==> config.mk <==
export PLATFORM = sky130hd
export DESIGN_NAME = i2c_pot_wiper_write_master_core
export DESIGN_NICKNAME = d
export VERILOG_FILES = /design/src/design/i2cpw_pkg.sv /design/src/design/i2cpw_step.sv /design/src/design/i2c_pot_wiper_write_master_core.sv
export SDC_FILE = /design/constraint.sdc
export NUM_CORES = 1
export LEC_CHECK = 0
export BUFFER_PORTS_ARGS = -buffer_cell sky130_fd_sc_hd__buf_2
export CORE_ASPECT_RATIO = 1.4
export CORE_MARGIN = 2
export CORE_UTILIZATION = 40
export DETAILED_ROUTE_END_ITERATION = 7
export HOLD_SLACK_MARGIN = 0.03
export PLACE_DENSITY = 0.57
export SLEW_MARGIN = 5
export SYNTH_ARGS = -nofsm -noshare
export SYNTH_HDL_FRONTEND = slang
export SYNTH_SLANG_ARGS = --single-unit
==> constraint.sdc <==
create_clock -name clk -period 4.8 [get_ports clk]
set_input_delay 0.96 -clock clk [delete_from_list [all_inputs] [get_ports clk]]
set_output_delay 0.96 -clock clk [all_outputs]
set_load 0.01 [all_outputs]
==> src/design/i2cpw_pkg.sv <==
// ----------------------------------------------------------------------------
// i2cpw_pkg
// Types and constants shared by the potentiometer wiper write master.
// ----------------------------------------------------------------------------
`default_nettype none

package i2cpw_pkg;

	// Register indexes on the configuration channel
	localparam logic [1:0] CFG_HALF_PERIOD = 2'd0;
	localparam logic [1:0] CFG_DEV_ADDR    = 2'd1;
	localparam logic [1:0] CFG_CMD_BASE    = 2'd2;

	// Register values after reset
	localparam logic [15:0] HALF_PERIOD_RST = 16'd100;
	localparam logic [7:0]  DEV_ADDR_RST    = 8'h5E;
	localparam logic [7:0]  CMD_BASE_RST    = 8'h10;

	// Half periods per segment and bits per byte including acknowledge
	localparam logic [3:0] START_HALVES    = 4'd2;
	localparam logic [3:0] STOP_LOW_HALVES = 4'd1;
	localparam logic [3:0] STOP_SET_HALVES = 4'd2;
	localparam logic [3:0] ACK_BIT         = 4'd8;
	localparam logic [3:0] BITS_PER_BYTE   = 4'd9;
	localparam logic [1:0] BYTES_PER_XFER  = 2'd3;
	localparam logic [1:0] BYTE_CMD        = 2'd1;

	typedef enum logic [5:0] {
		PH_IDLE      = 6'b000001,
		PH_START     = 6'b000010,
		PH_BIT_LOW   = 6'b000100,
		PH_BIT_HIGH  = 6'b001000,
		PH_STOP_LOW  = 6'b010000,
		PH_STOP_SET  = 6'b100000
	} phase_t;

	typedef struct packed {
		logic [15:0] half_period;
		logic [7:0]  dev_addr;
		logic [7:0]  cmd_base;
	} cfg_t;

	typedef struct packed {
		phase_t      phase;
		logic [15:0] tick_cnt;
		logic [3:0]  bit_cnt;
		logic [1:0]  byte_cnt;
		logic [7:0]  shift_byte;
		logic [7:0]  held_command;
		logic [7:0]  held_value;
		logic        scl;
		logic        sda;
	} seq_state_t;

	typedef struct packed {
		logic       start_request;
		logic       wiper_select;
		logic [7:0] wiper_value;
	} tick_item_t;

	typedef struct packed {
		logic scl_level;
		logic sda_level;
		logic busy_res;
		logic done_res;
	} tick_result_t;

endpackage

`default_nettype wire

==> src/design/i2cpw_step.sv <==
// ----------------------------------------------------------------------------
// i2cpw_step
// Next-state and line-level logic of the bus sequencer for one tick.
// ----------------------------------------------------------------------------
`default_nettype none

module i2cpw_step
	import i2cpw_pkg::*;
(
	input  wire seq_state_t   cur,
	input  wire cfg_t         cfg,
	input  wire tick_item_t   item,
	output seq_state_t        nxt,
	output tick_result_t      res
);

	logic [15:0] half_len;
	logic [15:0] tick_inc;
	logic        tick_end;
	logic [3:0]  bit_inc;
	logic [1:0]  byte_inc;
	logic [7:0]  shifted;
	logic [7:0]  next_byte;
	logic        done;

	always_comb begin
		nxt       = cur;
		done      = 1'b0;
		half_len  = (cfg.half_period == 16'd0) ? 16'd1 : cfg.half_period;
		tick_inc  = cur.tick_cnt + 16'd1;
		tick_end  = (tick_inc >= half_len);
		bit_inc   = cur.bit_cnt + 4'd1;
		byte_inc  = cur.byte_cnt + 2'd1;
		shifted   = {cur.shift_byte[6:0], 1'b0};
		next_byte = (byte_inc == BYTE_CMD) ? cur.held_command : cur.held_value;

		unique case (cur.phase)
			PH_IDLE: begin
				nxt.scl = 1'b1;
				if (item.start_request) begin
					// latch the transfer and open the start condition
					nxt.held_command = cfg.cmd_base + {7'd0, item.wiper_select};
					nxt.held_value   = item.wiper_value;
					nxt.shift_byte   = cfg.dev_addr;
					nxt.tick_cnt     = 16'd0;
					nxt.bit_cnt      = 4'd0;
					nxt.byte_cnt     = 2'd0;
					nxt.phase        = PH_START;
					nxt.sda          = 1'b0;
				end else begin
					nxt.sda = 1'b1;
				end
			end
			PH_START: begin
				if (!tick_end) begin
					nxt.tick_cnt = tick_inc;
				end else begin
					nxt.tick_cnt = 16'd0;
					if (bit_inc < START_HALVES) begin
						nxt.bit_cnt = bit_inc;
					end else begin
						nxt.bit_cnt  = 4'd0;
						nxt.byte_cnt = 2'd0;
						nxt.phase    = PH_BIT_LOW;
						nxt.scl      = 1'b0;
						nxt.sda      = cur.shift_byte[7];
					end
				end
			end
			PH_BIT_LOW: begin
				if (!tick_end) begin
					nxt.tick_cnt = tick_inc;
				end else begin
					nxt.tick_cnt = 16'd0;
					nxt.phase    = PH_BIT_HIGH;
					nxt.scl      = 1'b1;
					nxt.sda      = (cur.bit_cnt >= ACK_BIT) ? 1'b1 : cur.shift_byte[7];
				end
			end
			PH_BIT_HIGH: begin
				if (!tick_end) begin
					nxt.tick_cnt = tick_inc;
				end else begin
					nxt.tick_cnt = 16'd0;
					if (bit_inc >= BITS_PER_BYTE) begin
						nxt.bit_cnt = 4'd0;
						if (byte_inc == BYTES_PER_XFER || byte_inc == 2'd0) begin
							nxt.byte_cnt = 2'd0;
							nxt.phase    = PH_STOP_LOW;
							nxt.scl      = 1'b0;
							nxt.sda      = 1'b0;
						end else begin
							nxt.byte_cnt   = byte_inc;
							nxt.shift_byte = next_byte;
							nxt.phase      = PH_BIT_LOW;
							nxt.scl        = 1'b0;
							nxt.sda        = next_byte[7];
						end
					end else begin
						nxt.bit_cnt    = bit_inc;
						nxt.shift_byte = shifted;
						nxt.phase      = PH_BIT_LOW;
						nxt.scl        = 1'b0;
						nxt.sda        = (bit_inc >= ACK_BIT) ? 1'b1 : shifted[7];
					end
				end
			end
			PH_STOP_LOW: begin
				if (!tick_end) begin
					nxt.tick_cnt = tick_inc;
				end else begin
					nxt.tick_cnt = 16'd0;
					if (bit_inc < STOP_LOW_HALVES) begin
						nxt.bit_cnt = bit_inc;
					end else begin
						nxt.bit_cnt = 4'd0;
						nxt.phase   = PH_STOP_SET;
						nxt.scl     = 1'b1;
						nxt.sda     = 1'b0;
					end
				end
			end
			PH_STOP_SET: begin
				if (!tick_end) begin
					nxt.tick_cnt = tick_inc;
				end else begin
					nxt.tick_cnt = 16'd0;
					if (bit_inc < STOP_SET_HALVES) begin
						nxt.bit_cnt = bit_inc;
					end else begin
						nxt.bit_cnt = 4'd0;
						nxt.phase   = PH_IDLE;
						nxt.scl     = 1'b1;
						nxt.sda     = 1'b1;
						done        = 1'b1;
					end
				end
			end
			default: begin
				nxt.phase    = PH_IDLE;
				nxt.tick_cnt = 16'd0;
				nxt.bit_cnt  = 4'd0;
				nxt.byte_cnt = 2'd0;
				nxt.scl      = 1'b1;
				nxt.sda      = 1'b1;
			end
		endcase

		res.scl_level = nxt.scl;
		res.sda_level = nxt.sda;
		res.busy_res  = (nxt.phase != PH_IDLE);
		res.done_res  = done;
	end

endmodule

`default_nettype wire

==> src/design/i2c_pot_wiper_write_master_core.sv <==
// ----------------------------------------------------------------------------
// i2c_pot_wiper_write_master_core
// Write-only I2C master that sets one of two potentiometer wipers.
// ----------------------------------------------------------------------------
//
// Channel   Direction  Handshake          Payload
// s_*       in         s_tvalid/s_tready  tdata: wiper_value; tuser: request, select
// m_*       out        m_tvalid/m_tready  tdata: scl, sda, busy, done
// cfg_*     in         cfg_valid/cfg_ready cfg_index, cfg_data
//
// Each input transaction is one sequencer tick and yields one output
// transaction. A tick passes an input register, then the sequencer step and
// the output register: one tick per cycle sustained while m_tready is high.
// Reset returns the sequencer to idle with both lines released and the
// registers at their defaults. A stalled output holds the result; the input
// register still takes a tick whenever the output register can drain.
// ----------------------------------------------------------------------------
`default_nettype none

module i2c_pot_wiper_write_master_core
	import i2cpw_pkg::*;
(
	input  wire        clk,
	input  wire        arst_n,

	input  wire        s_tvalid,
	output logic       s_tready,
	input  wire [7:0]  s_tdata,   // [7:0] wiper_value
	input  wire [1:0]  s_tuser,   // [0] start_request, [1] wiper_select

	output logic       m_tvalid,
	input  wire        m_tready,
	output logic [7:0] m_tdata,   // [0] scl_level, [1] sda_level, [2] busy_res,
	                              // [3] done_res, [7:4] zero

	input  wire        cfg_valid,
	output logic       cfg_ready,
	input  wire [1:0]  cfg_index,
	input  wire [15:0] cfg_data
);

	cfg_t         cfg_q;
	seq_state_t   state_q;
	seq_state_t   state_nxt;
	tick_item_t   item_s1;
	logic         valid_s1;
	tick_result_t res_nxt;
	tick_result_t res_s2;
	logic         valid_s2;
	logic         advance;

	// Registers are always writable; unknown indexes drop silently
	assign cfg_ready = 1'b1;

	always_ff @(posedge clk or negedge arst_n) begin
		if (!arst_n) begin
			cfg_q.half_period <= HALF_PERIOD_RST;
			cfg_q.dev_addr    <= DEV_ADDR_RST;
			cfg_q.cmd_base    <= CMD_BASE_RST;
		end else if (cfg_valid) begin
			case (cfg_index)
				CFG_HALF_PERIOD: cfg_q.half_period <= cfg_data;
				CFG_DEV_ADDR:    cfg_q.dev_addr    <= cfg_data[7:0];
				CFG_CMD_BASE:    cfg_q.cmd_base    <= cfg_data[7:0];
				default: ;
			endcase
		end
	end

	// Step a tick whenever the output register is free or draining
	assign advance  = !valid_s2 || m_tready;
	assign s_tready = !valid_s1 || advance;

	always_ff @(posedge clk or negedge arst_n) begin
		if (!arst_n) begin
			valid_s1 <= 1'b0;
		end else if (s_tready) begin
			valid_s1 <= s_tvalid;
		end
	end

	always_ff @(posedge clk) begin
		if (s_tvalid && s_tready) begin
			item_s1.start_request <= s_tuser[0];
			item_s1.wiper_select  <= s_tuser[1];
			item_s1.wiper_value   <= s_tdata;
		end
	end

	i2cpw_step u_step (
		.cur  (state_q),
		.cfg  (cfg_q),
		.item (item_s1),
		.nxt  (state_nxt),
		.res  (res_nxt)
	);

	// Advance the sequencer only on a consumed tick
	always_ff @(posedge clk or negedge arst_n) begin
		if (!arst_n) begin
			state_q.phase        <= PH_IDLE;
			state_q.tick_cnt     <= 16'd0;
			state_q.bit_cnt      <= 4'd0;
			state_q.byte_cnt     <= 2'd0;
			state_q.shift_byte   <= 8'd0;
			state_q.held_command <= 8'd0;
			state_q.held_value   <= 8'd0;
			state_q.scl          <= 1'b1;
			state_q.sda          <= 1'b1;
			valid_s2             <= 1'b0;
		end else if (advance) begin
			valid_s2 <= valid_s1;
			if (valid_s1) begin
				state_q <= state_nxt;
			end
		end
	end

	// Hold the result while the sink stalls
	always_ff @(posedge clk) begin
		if (advance && valid_s1) begin
			res_s2 <= res_nxt;
		end
	end

	assign m_tvalid = valid_s2;
	assign m_tdata  = {4'd0, res_s2.done_res, res_s2.busy_res,
	                   res_s2.sda_level, res_s2.scl_level};

endmodule

`default_nettype wire
# Word level (Yosys, flattened, before mapping)
# Index checks and enable logic that the tools add are counted.
dict set report op_classes {
  addsub 4
  order_cmp 6
  n_eq_ne 19
  mux 45
  n_bitwise 2
  reduce_logical 22
}
# op n
set op_table {}
lappend op_table {{$pmux W22 S6} 1}
lappend op_table {{$mux W6} 10}
lappend op_table {{$mux W52} 1}
lappend op_table {{$mux W16} 2}
lappend op_table {{$mux W8} 3}
lappend op_table {{$pmux W4 S6} 1}
lappend op_table {{$mux W2} 11}
lappend op_table {{$mux W4} 5}
lappend op_table {{$add A16 B1 Y16 const B} 1}
lappend op_table {{$ge A16 B16 Y1} 1}
lappend op_table {{$logic_not A16 Y1} 1}
lappend op_table {{$pmux W8 S2} 1}
lappend op_table {{$reduce_and A8 Y1} 2}
lappend op_table {{$mux W14} 1}
lappend op_table {{$ge A4 B4 Y1 const B} 3}
lappend op_table {{$pmux W2 S6} 1}
lappend op_table {{$ne A2 B1 Y1 const B} 5}
lappend op_table {{$reduce_and A2 Y1} 5}
lappend op_table {{$add A8 B1 Y8} 1}
lappend op_table {{$pmux W2 S4} 1}
lappend op_table {{$eq A6 B1 Y1 const B} 1}
lappend op_table {{$eq A6 B2 Y1 const B} 1}
lappend op_table {{$eq A6 B3 Y1 const B} 1}
lappend op_table {{$eq A6 B4 Y1 const B} 1}
lappend op_table {{23 further kinds} 37}
dict set report totals {
  register_bits 102
  output_inout_bits 11
  wordCells 119
}

# Depth between registers and ports, before layout
dict set report logic_depth {
  depth_word 8
  mapped_depth 14
  depth_no_buf 13
}

# Cells and area by module
# A second synthesis with hierarchy kept.
dict set report unflattened {
  cells_unflattened 582
  hier_area_um2 6187.2
}
# module n_inst cells_each area_per_inst_um2 seq_area_each_um2
set by_module_without_submodules {}
lappend by_module_without_submodules {i2c_pot_wiper_write_master_core 1 211 3776.1 2637.5}
lappend by_module_without_submodules {i2cpw_step 1 371 2411.1 0.0}

# Least setup slack after synthesis
# Ideal clock, no wire load.
dict set report synth_timing {
  path_type {register to register}
  startpoint {reg state_q[32] (netlist name)}
  endpoint {reg res_s2, in the netlist m_tdata[0], data pin}
  setup_ps 263
  t_arrival_ps 3495
  t_required_ps 4537
  slack_ps 1042
  path_stages_with_launch 15
  n_path_buf 1
  period_less_slack_ps 3758
  cell_sequence {dfrtp_1 > ha_1 > and3_1 > nand3_1 > nor2b_1 > and3_1 > xor2_1 > ha_1 > nand4_1 > or4_1 > o32a_1 > nand2_4 > buf_6 > a31oi_1 > a2111o_1}
}
# element line
set synth_rtl {}
lappend synth_rtl {{start: declaration} i2c_pot_wiper_write_master_core.sv:43} ;# seq_state_t state_q;
lappend synth_rtl {{start signal: assignment} i2c_pot_wiper_write_master_core.sv:114} ;# state_q <= state_nxt;
lappend synth_rtl {{end signal: assignment} i2c_pot_wiper_write_master_core.sv:122} ;# res_s2 <= res_nxt;
lappend synth_rtl {{end: declaration} i2c_pot_wiper_write_master_core.sv:48} ;# tick_result_t res_s2;

# Worst setup path after layout
dict set report layout_timing {
  startpoint {reg state_q[34] (netlist name)}
  endpoint {reg state_q[33] (netlist name)}
}
dict set report layout_via {
  elab_chain_cells 4
}
# element line
set layout_lines {}
lappend layout_lines {{$add A16 B1 Y16} i2cpw_step.sv:30} ;# tick_inc = cur.tick_cnt + 16'd1;
lappend layout_lines {{$ge A16 B16 Y1} i2cpw_step.sv:31} ;# tick_end = (tick_inc >= half_len);
lappend layout_lines {{$mux W16} n/a}
lappend layout_lines {{$pmux W22 S6} i2cpw_step.sv:37} ;# unique case (cur.phase)
# No other way between the ends.
# A chain may end at the register's enable or synchronous reset.

==> flow_metrics.tcl <==
set metrics [dict create \
    ys_types 69 \
    cts_made_buffers 9 \
    rrSetupSlack_ns 0.56 \
    pwr-share-comb 0.231 \
    synth_edf_count 14 \
    critPathBufInv 0 \
    dr.pass1.iters 4 \
    final_antenna_net_count 0 \
    area.growth.synth_to_final_pct 10.83 \
    wirelength_um 12300 \
    worstReg2RegEnd "state_q[33]" \
    floorplan.initialDensity 0.4072 \
    yosysTopAreaCell "dfrtp_1" \
    p_seq_frac 0.482 \
    regArea_sq_um 2638 \
    syn_area_per_cell_sq_um 10.51 \
    use_met2 0.3075 \
    clkPwrFrac 0.287 \
    vias 4103 \
    worstSkewPairLatency_ns 0.34 \
    pin_count 44 \
    clock_path_buffers 2 \
    multi_input_comb_area_sq_um 2729 \
    postCtsSetupRepairBufs 0 \
    antenna_found_initial 0 \
    design.die.area_sq_um 15010 \
    swShare 0.3176 \
    crit_path_frequent_cell "nand3_1" \
    port_buffers 38 \
    fin_nets 617 \
    maxCapViolCount 0 \
    h-tree-depth 3 \
    slew_headroom 0.2845 \
    run_status "finished clean" \
    use_met3 0.02343 \
    hold_violations 0 \
    synth-warning-count 0 \
    clk_pin_slew_ns 0.08 \
    worst_hold_path_type "register to register" \
    worstHoldPathCells 1 \
    internal_power_mw 1.714 \
    grt_setup_unrepaired "no" \
    peakVddDrop_v 0.0002592 \
    vias_per_cell 5.463 \
    ys_seq_elements 102 \
    critPathMaxStageDelay_ns 0.53 \
    slew_viol_final 0 \
    die_h_um 144.2 \
    die_w_um 104.1 \
    use_met1 0.2124 \
    hold_buffers 0 \
    tightestPinTransition_ns 1.071 \
    worstSetupStartpointType "register" \
    reg2reg_from "state_q[34]" \
    postSynthCellCount 534 \
    reg2reg_depth 12 \
    fin_crit_ns 4.242 \
    setup_tns_ns 0 \
    num_rows 51 \
    ys_async_sr_fraction 0.8627 \
    cts_root_buf "clkbuf_16" \
    ys.flop_type "dfrtp_1" \
    routabilityCongestion 0.8403 \
    insertedDiodeCount 0 \
    cts_tree "done" \
    grt_pass1_vias 4189 \
    synth_top_cell_area_share 0.3388 \
    synth.most_common_cell "dfrtp_1" \
    leakagePower_nw 2.757 \
    drc 0 \
    power_mw 2.511 \
    ys_top_cells_by_area "dfrtp_1 34%, mux2_2 8.6%, edfxtp_1 7.5%" \
    period_share 0.8838 \
    end_kind "register" \
    arrival_ns 4.47 \
    top_usage_layer "met2" \
    wl_per_cell_um 16.38 \
    drive_gt1_frac 0.2191 \
    grt_first_pass_wirelength_um 20810 \
    critPathKind "register to register" \
    critPathRequiredTime_ns 5.02 \
    nFillCells 1359 \
    core_sq_um 13780 \
    powerDensity_nw_per_um2 403.7 \
    worst_path_max_delay_cell "or4_1" \
    hold_start "item_s1[7]" \
    yosysSeqAreaShare 0.4699 \
    cts_resized 0 \
    grt_usage 0.1742 \
    grt_max_degree 47 \
    holdPathEnd "state_q[9]" \
    critPathMaxFanout 11 \
    synth_area_sq_um 5613 \
    ys_top_cells_by_count "76 x dfrtp_1, 43 x mux2_2, 40 x nand2_1" \
    setup_violations 0 \
    drt_iter0_drc 172 \
    p_switching_mw 0.7976 \
    cts_num_sinks 102 \
    fin_skew_ns 0.009945 \
    path_delay_family "simple AND/OR/NAND/NOR gates" \
    dp_hpwl_um 9061 \
    gr-total-overflow 0 \
    fmax_ghz 0.2357 \
    path_cells "nand3_1 > nor3_1 > nand3_1 > or3_1 > nand2_1 > ha_1 > nand4_1 > or4_1 > o32a_1 > nand3_1 > nor2_1 > a22o_1" \
]
-- how the worst max path moves through the flow --
| stage | from | endpoint | cells after the start |
|---|---|---|---|
| finish | state_q[34] | state_q[33] | 12 |
| global placement | state_q[32] | state_q[33] | 13 |
| CTS | state_q[32] | state_q[33] | 13 |
| floorplan | state_q[32] | m_tdata[0] | 14 |
| global route | state_q[34] | state_q[33] | 12 |
| detailed placement | state_q[32] | m_tdata[0] | 13 |
-- metrics by stage --
step,setup WS (ns),util,area [sq um],hold slack [ns],instances
CTS,0.6240,0.4513,6221,0.4841,751
finish,0.5579,0.4513,6221,0.4799,751
detailed placement,0.6543,0.4302,5929,0.4670,735
floorplan,1.042,-,5624,0.4509,537
global placement,0.8161,0.4302,5929,0.4574,735
global route,0.2500,0.4513,6221,0.4976,751
-- cells in the final DEF (no fill, tap or decap), drive strengths merged, types with 12 or more instances in the layout --
cell type | synthesis | routed
a21oi | 22 | 22
buf | 16 | 42
dfrtp | 76 | 76
dfstp | 12 | 12
edfxtp | 14 | 14
ha | 23 | 23
inv | 28 | 31
mux2 | 43 | 43
mux2i | 12 | 12
nand2 | 41 | 41
nand3 | 20 | 20
nor2 | 23 | 23
o21ai | 40 | 40
-- power by group through the flow --
stage	registers, mW	logic, mW	clock network, mW
2_1_floorplan	1.17	0.460	0
3_3_place_gp	1.22	0.571	0
3_5_place_dp	1.23	0.583	0
4_1_cts	1.21	0.586	0.737
5_1_grt	1.24	0.658	0.769
6_report	1.21	0.580	0.720
-- registers in the layout, indices dropped and copies added, names as in the netlist --
name      flops
m_tdata       4
state_q      54
item_s1      10
m_tvalid      1
valid_s1      1
cfg_q        32
-- area by class of cell --
cell class / count / area share
inverter: 29 / 0.01750
tap: 185 / 0.03721
clock inverter: 7 / 0.01066
multi-input combinational: 377 / 0.4387
sequential: 102 / 0.4240
timing repair buffer: 42 / 0.03580
clock buffer: 9 / 0.03620
-- per-layer routing --
metal,vias to the layer above,share of wire,wire (um)
met3,25,0.026,322
met5,-,0,0
met2,88,0.50,6206
met4,0,0.031,386
met1,2017,0.44,5389
li1,1973,-,-
-- logic make-up after synthesis --
logic type | Yosys count | share of synthesized area
other | 2 | 0.001338
DFF | 102 | 0.4699
AOI/OAI and AO/OA | 120 | 0.1460
adders and majority gates | 23 | 0.05127
muxes | 55 | 0.1077
buffers and inverters | 58 | 0.04681
xor gates and xnor gates | 21 | 0.03277
and+or+nand+nor | 153 | 0.1442
No activity file was read; power rests on OpenSTA's default activity.
